[src/rtl/aabb_pkg.sv]
// Shared types and constants for the box pair collision scan block.
package aabb_pkg;

  localparam int SLOT_COUNT  = 32;
  localparam int COORD_BITS  = 16;
  localparam int EXT_BITS    = COORD_BITS - 1;
  localparam int SLOT_BITS   = $clog2(SLOT_COUNT);
  localparam int INDEX_BITS  = 5;
  localparam int LIMIT_BITS  = 6;
  localparam int ADDRESSABLE = 32;
  localparam int LIMIT_CAP   = (SLOT_COUNT < ADDRESSABLE) ? SLOT_COUNT : ADDRESSABLE;

  localparam logic OP_WRITE = 1'b0;
  localparam logic OP_SCAN  = 1'b1;

  typedef struct packed {
    logic                         operation;
    logic [INDEX_BITS-1:0]        slot;
    logic signed [COORD_BITS-1:0] center_x;
    logic signed [COORD_BITS-1:0] center_y;
    logic [EXT_BITS-1:0]          half_width;
    logic [EXT_BITS-1:0]          half_height;
    logic                         enabled;
    logic                         is_static;
    logic                         occupied;
    logic [LIMIT_BITS-1:0]        slot_limit;
  } item_t;

  typedef struct packed {
    logic [INDEX_BITS-1:0] self_index;
    logic [INDEX_BITS-1:0] other_index;
    logic                  last;
  } pair_t;

  typedef struct packed {
    logic signed [COORD_BITS-1:0] cx;
    logic signed [COORD_BITS-1:0] cy;
    logic [EXT_BITS-1:0]          hw;
    logic [EXT_BITS-1:0]          hh;
    logic                         en;
    logic                         st;
    logic                         occ;
  } box_t;

endpackage

[src/rtl/aabb_ram.sv]
// Generic single write port RAM with registered read.
module aabb_ram #(
  parameter int WIDTH = 8,
  parameter int DEPTH = 32
) (
  input  logic                     clk,
  input  logic                     we,
  input  logic [$clog2(DEPTH)-1:0] waddr,
  input  logic [WIDTH-1:0]         wdata,
  input  logic [$clog2(DEPTH)-1:0] raddr,
  output logic [WIDTH-1:0]         rdata
);

  logic [WIDTH-1:0] mem [DEPTH];

  always_ff @(posedge clk) begin
    if (we) begin
      mem[waddr] <= wdata;
    end
    rdata <= mem[raddr];
  end

endmodule

[src/rtl/aabb_cmp.sv]
// Strict overlap compare of the held box against one box from the table.
module aabb_cmp (
  input  aabb_pkg::box_t a,
  input  aabb_pkg::box_t b,
  output logic           hit
);

  localparam int DW = aabb_pkg::COORD_BITS + 1;

  logic signed [DW-1:0] dx, dy;
  logic [DW-1:0]        adx, ady;
  logic [DW-1:0]        sum_w, sum_h;

  // |a.c - b.c| < a.h + b.h on each axis is the same as both strict inequalities
  assign dx    = DW'(a.cx) - DW'(b.cx);
  assign dy    = DW'(a.cy) - DW'(b.cy);
  assign adx   = dx[DW-1] ? DW'(-dx) : DW'(dx);
  assign ady   = dy[DW-1] ? DW'(-dy) : DW'(dy);
  assign sum_w = DW'(a.hw) + DW'(b.hw);
  assign sum_h = DW'(a.hh) + DW'(b.hh);
  assign hit   = (adx < sum_w) && (ady < sum_h);

endmodule

[src/rtl/aabb_pair_collision_scan_core.sv]
// Box table with one-at-a-time pair scan against higher slots.
// A write transaction leaves the block idle and ready again at once.
// A scan fetches the self box, then walks the slots from self+1 up to, but not
// including, the limit (one table read and one shared compare each), then
// flushes the held hit; a stalled output holds the walk at a second hit.
// Reset clears the slot valid bits (all boxes read as disabled) and the control.
module aabb_pair_collision_scan_core (
  input  logic            clk,
  input  logic            rst,
  input  logic            item_valid,
  output logic            item_stall,
  input  aabb_pkg::item_t item,
  output logic            pair_valid,
  input  logic            pair_stall,
  output aabb_pkg::pair_t pair
);

  localparam int SB = aabb_pkg::SLOT_BITS;
  localparam int LB = aabb_pkg::LIMIT_BITS;
  localparam int IB = aabb_pkg::INDEX_BITS;

  localparam logic [1:0] ST_IDLE  = 2'd0;
  localparam logic [1:0] ST_SELF  = 2'd1;
  localparam logic [1:0] ST_SCAN  = 2'd2;
  localparam logic [1:0] ST_FLUSH = 2'd3;

  logic [1:0]                        state;
  logic [IB-1:0]                     self_idx;
  logic [LB-1:0]                     limit;
  logic [LB-1:0]                     cur;
  aabb_pkg::box_t                    self_box;
  logic                              p_valid;
  logic [IB-1:0]                     p_other;
  logic [aabb_pkg::SLOT_COUNT-1:0]   written;

  aabb_pkg::box_t wbox, rbox;
  logic           accept, in_range, wr_en;
  logic [LB-1:0]  lim_eff, cur_plus, self_plus;
  logic [SB-1:0]  raddr;
  logic           self_ok, other_ok, cmp_hit, hit, out_free, blocked, pair_load;

  assign item_stall = (state != ST_IDLE);
  assign accept     = item_valid && !item_stall;
  assign in_range   = (32'(item.slot) < aabb_pkg::SLOT_COUNT);
  assign wr_en      = accept && (item.operation == aabb_pkg::OP_WRITE) && in_range;
  assign lim_eff    = (item.slot_limit > LB'(aabb_pkg::LIMIT_CAP)) ?
                      LB'(aabb_pkg::LIMIT_CAP) : item.slot_limit;

  assign wbox.cx  = item.center_x;
  assign wbox.cy  = item.center_y;
  assign wbox.hw  = item.half_width;
  assign wbox.hh  = item.half_height;
  assign wbox.en  = item.enabled;
  assign wbox.st  = item.is_static;
  assign wbox.occ = item.occupied;

  aabb_ram #(
    .WIDTH($bits(aabb_pkg::box_t)),
    .DEPTH(aabb_pkg::SLOT_COUNT)
  ) u_table (
    .clk  (clk),
    .we   (wr_en),
    .waddr(SB'(item.slot)),
    .wdata(wbox),
    .raddr(raddr),
    .rdata(rbox)
  );

  aabb_cmp u_cmp (
    .a  (self_box),
    .b  (rbox),
    .hit(cmp_hit)
  );

  assign cur_plus  = cur + LB'(1);
  assign self_plus = LB'(self_idx) + LB'(1);
  assign self_ok   = written[SB'(self_idx)] && rbox.en && !rbox.st && rbox.occ;
  assign other_ok  = written[SB'(cur)] && rbox.en;
  assign hit       = other_ok && cmp_hit;
  assign out_free  = !pair_valid || !pair_stall;
  // a second hit needs the output register to take the pending one
  assign blocked   = hit && p_valid && !out_free;
  assign pair_load = ((state == ST_SCAN) && !blocked && hit && p_valid) ||
                     ((state == ST_FLUSH) && p_valid && out_free);

  always_comb begin
    unique case (state)
      ST_IDLE:  raddr = SB'(item.slot);
      ST_SELF:  raddr = SB'(self_plus);
      ST_SCAN:  raddr = blocked ? SB'(cur) : SB'(cur_plus);
      default:  raddr = SB'(cur);
    endcase
  end

  always_ff @(posedge clk) begin
    if (rst) begin
      state      <= ST_IDLE;
      p_valid    <= 1'b0;
      pair_valid <= 1'b0;
      written    <= '0;
    end else begin
      if (pair_load) begin
        pair_valid <= 1'b1;
      end else if (pair_valid && !pair_stall) begin
        pair_valid <= 1'b0;
      end
      if (wr_en) begin
        written[SB'(item.slot)] <= 1'b1;
      end
      unique case (state)
        ST_IDLE: begin
          if (accept && (item.operation == aabb_pkg::OP_SCAN) && in_range) begin
            self_idx <= item.slot;
            limit    <= lim_eff;
            state    <= ST_SELF;
          end
        end
        ST_SELF: begin
          self_box <= rbox;
          cur      <= self_plus;
          if (self_ok && (self_plus < limit)) begin
            state <= ST_SCAN;
          end else begin
            state <= ST_IDLE;
          end
        end
        ST_SCAN: begin
          if (!blocked) begin
            if (hit) begin
              // release the older hit, hold the new one until the next or the end
              if (p_valid) begin
                pair.self_index  <= self_idx;
                pair.other_index <= p_other;
                pair.last        <= 1'b0;
              end
              p_valid <= 1'b1;
              p_other <= IB'(cur);
            end
            if (cur_plus >= limit) begin
              state <= ST_FLUSH;
            end else begin
              cur <= cur_plus;
            end
          end
        end
        ST_FLUSH: begin
          if (!p_valid) begin
            state <= ST_IDLE;
          end else if (out_free) begin
            pair.self_index  <= self_idx;
            pair.other_index <= p_other;
            pair.last        <= 1'b1;
            p_valid          <= 1'b0;
            state            <= ST_IDLE;
          end
        end
        default: state <= ST_IDLE;
      endcase
    end
  end

endmodule
[config.mk]
export PLATFORM = sky130hd
export DESIGN_NAME = aabb_pair_collision_scan_core
export DESIGN_NICKNAME = d
export VERILOG_FILES = /design/src/rtl/aabb_pkg.sv /design/src/rtl/aabb_ram.sv /design/src/rtl/aabb_cmp.sv /design/src/rtl/aabb_pair_collision_scan_core.sv
export SDC_FILE = /design/constraint.sdc
export NUM_CORES = 2
export LEC_CHECK = 0
export BUFFER_PORTS_ARGS = -buffer_cell sky130_fd_sc_hd__clkbuf_2
export CORE_ASPECT_RATIO = 1.1
export CORE_MARGIN = 2
export CORE_UTILIZATION = 57
export CTS_CLUSTER_SIZE = 10
export DETAILED_ROUTE_END_ITERATION = 10
export PLACE_DENSITY = 0.72
export SLEW_MARGIN = 10
export SYNTH_ARGS = -nofsm -noshare
export SYNTH_HDL_FRONTEND = slang
export SYNTH_HIERARCHICAL = 1
export SYNTH_SLANG_ARGS = --single-unit
[constraint.sdc]
create_clock -name clk -period 7 [get_ports clk]
set_input_delay 0.7 -clock clk [delete_from_list [all_inputs] [get_ports clk]]
set_output_delay 0.7 -clock clk [all_outputs]
set_load 0.01 [all_outputs]
==> key figures <==
Run status
  – Status: finished, violations left
  – Failing checks: setup timing

STA
  – Final Hold Vio Count: 0
  – Max Slew Vio Count: 0
  – RSZ-0062 raised after global routing: true
  – Fin worst setup slack: -0.421 ns
  – Slew HR: 18.2%
  – Slew @ Worst Pin: 1.22 ns
  – Final setup vio count: 65
  – Worst Skew: 0.0709 ns
  – Period minus WS final: 7.42 ns
  – Period utilisation layout: 106%
  – FMAX: 135 MHz
  – Hold_ws: 0.137 ns

Power and ir drop
  – Sequential group share of total power: 47.9%
  – Max IR drop VDD: 219 uV
  – Logic pwr share: 12.2%
  – Pint: 24500 uW
  – Switching power: 7280 uW
  – Switching share of power: 22.9%
  – PwrDens: 296 mW/mm^2
  – Pleak: 0.0355 uW
  – Clk network pwr share: 39.9%

Setup path
  – Critical Path Source Type: flip-flop
  – CP Max Fanout: 7
  – Worst setup EP type: flip-flop
  – WP data required: 7.80 ns
  – CP max-delay cell: mux4_2
  – Critical Path AT: 8.22 ns
  – Critical path type: reg -> reg
  – CP peak stage delay: 0.53 ns

Detailed routing
  – Final ANT Viol Nets: 0
  – Drt pass-1 iters: 5
  – # DRC: 0
  – DRT Wirelength: 239 mm
  – Vias/cell: 6.58
  – Total number of vias: 46800
  – Initial drt markers: 5926
  – Routed wire length per instance: 33.6 um

Global routing
  – Vias in the first global route: 47400
  – First-pass GRT wire length: 335 mm
  – Grt ovf: 0
  – Overall Global Routing Usage: 29.5%
  – Initial antenna violation count: 14
  – Largest net degree at the start of global routing: 66

Floorplanning
  – Die width: 383 um
  – Initial cell density of the core: 57.5%
  – Die Area: 0.161 sq mm
  – Core area: 0.157 sq mm
  – IO Pins: 94
  – Core Rows: 152
  – Die Ht: 421 um

Clocking
  – CTS tree: built
  – Worst-path clk slew: 0.06 ns
  – # clock sinks: 2276
  – Root buf cell: clkbuf_16
  – CTS max path bufs: 4
  – H-Tree Depth: 5
  – Clk_lat worst skew: 0.93 ns
  – CTS Buf Count: 279

Place
  – GP Congestion: 0.840
  – DP HPWL: 118 mm
  – Port buffer count: 93

Yosys
  – Syn Inst Count: 4167
  – Synth Warn #: 6
  – Syn avg cell area: 21.6 sq um
  – Mapped Area: 0.0900 sq mm
  – Syn Nets: 4359

Finish
  – Commonest cells after routing, fill and taps aside: edfxtp_1, mux4_2, buf_4
  – Area added between synthesis and finish: 19.4%
  – Commonest non-fill, non-tap cell in the layout: edfxtp_1
  – Utilization after layout: 68.7%
  – Nets: 5047
  – Share of post-route cells with drive strength above 1: 35.8%

Flow run
  – Max cap viols: 0

Min path
  – Worst hold path type: in -> reg
-- critical path: cells and delay by family (launching register included) --
family | cells | cell delay [ns]
buffers and inverters | 5 | 0.72
AOI/OAI and AO/OA | 11 | 2.28
DFF | 1 | 0.49
adders and majority gates | 2 | 0.64
muxes | 3 | 1.29
and+or+nand+nor | 7 | 1.71
xor gates and xnor gates | 1 | 0.19
-- stage by stage --
step	cell area, sq um	power, uW	setup WS [ns]	setup TNS (ns)	cells
detailed placement	96200	18600	-0.880	-45.55	6528
finish	107000	31800	-0.421	-18.28	7116
CTS	106000	31500	-0.210	-6.25	7059
global route	107000	32700	-0.593	-30.71	7116
global placement	96200	18600	-0.894	-44.29	6528
floorplan	90000	17300	0.310	0	4167
-- repair_timing --
| item | 4_1_cts | 5_1_grt |
|---|---|---|
| gates cloned | 15 | 21 |
| gates resized for setup | 159 | 234 |
| setup endpoints to repair | 65 | 83 |
| setup buffers | 58 | 49 |
| pin swaps | 34 | 43 |
| hold buffers | 0 | 0 |
-- layer usage --
| metal | GRT usage [%] | vias to the layer above | wire length [um] |
|---|---|---|---|
| met2 | 48.9 | 2835 | 119000 |
| met3 | 5.29 | 522 | 24200 |
| met1 | 39.9 | 24600 | 86900 |
| li1 | - | 18900 | - |
| met5 | 0 | - | 103 |
| met4 | 10.3 | 16 | 8730 |
-- final timing paths --
| path | startpoint | endpoint | slack, ns | depth (start not counted) |
|---|---|---|---|---|
| max reg2reg | u_table/rdata[55] | u_table/rdata[2] | -0.42 | 29 |
| min | item[2] | limit[2] | 0.14 | 2 |
| max | u_table/rdata[55] | u_table/rdata[2] | -0.42 | 29 |
| min reg2reg | p_other[0] | pair[1] | 0.43 | 0 |
-- area by class of cell --
class	instances	area, sq um
Sequential cell	2276	67400
Fill cell	9290	49000
Multi-Input combinational cell	1627	22800
Clock buffer	447	7700
Timing Repair Buffer	596	6580
Tap cell	2079	2600
Inverter	75	287
Clock inverter	12	123
Antenna cell	4	10.0
-- state kept, by name, indices dropped and copies added, names as in the netlist, named ones only --
name / flops
cur: 6
limit: 6
p_other: 5
p_valid: 1
pair: 11
pair_valid: 1
self_box: 62
self_idx: 5
state: 1
u_table/mem: 2080
u_table/rdata: 65
written: 32
-- power groups by stage --
stage	Clock, uW	Sequential (uW)	Combinational (uW)
after global placement	0	15500	3100
after CTS	12800	15200	3530
final	12700	15200	3880
after global routing	13300	15200	4140
after floorplan	0	15400	1940
after detailed placement	0	15500	3150
(Power assumes the default switching activity.)
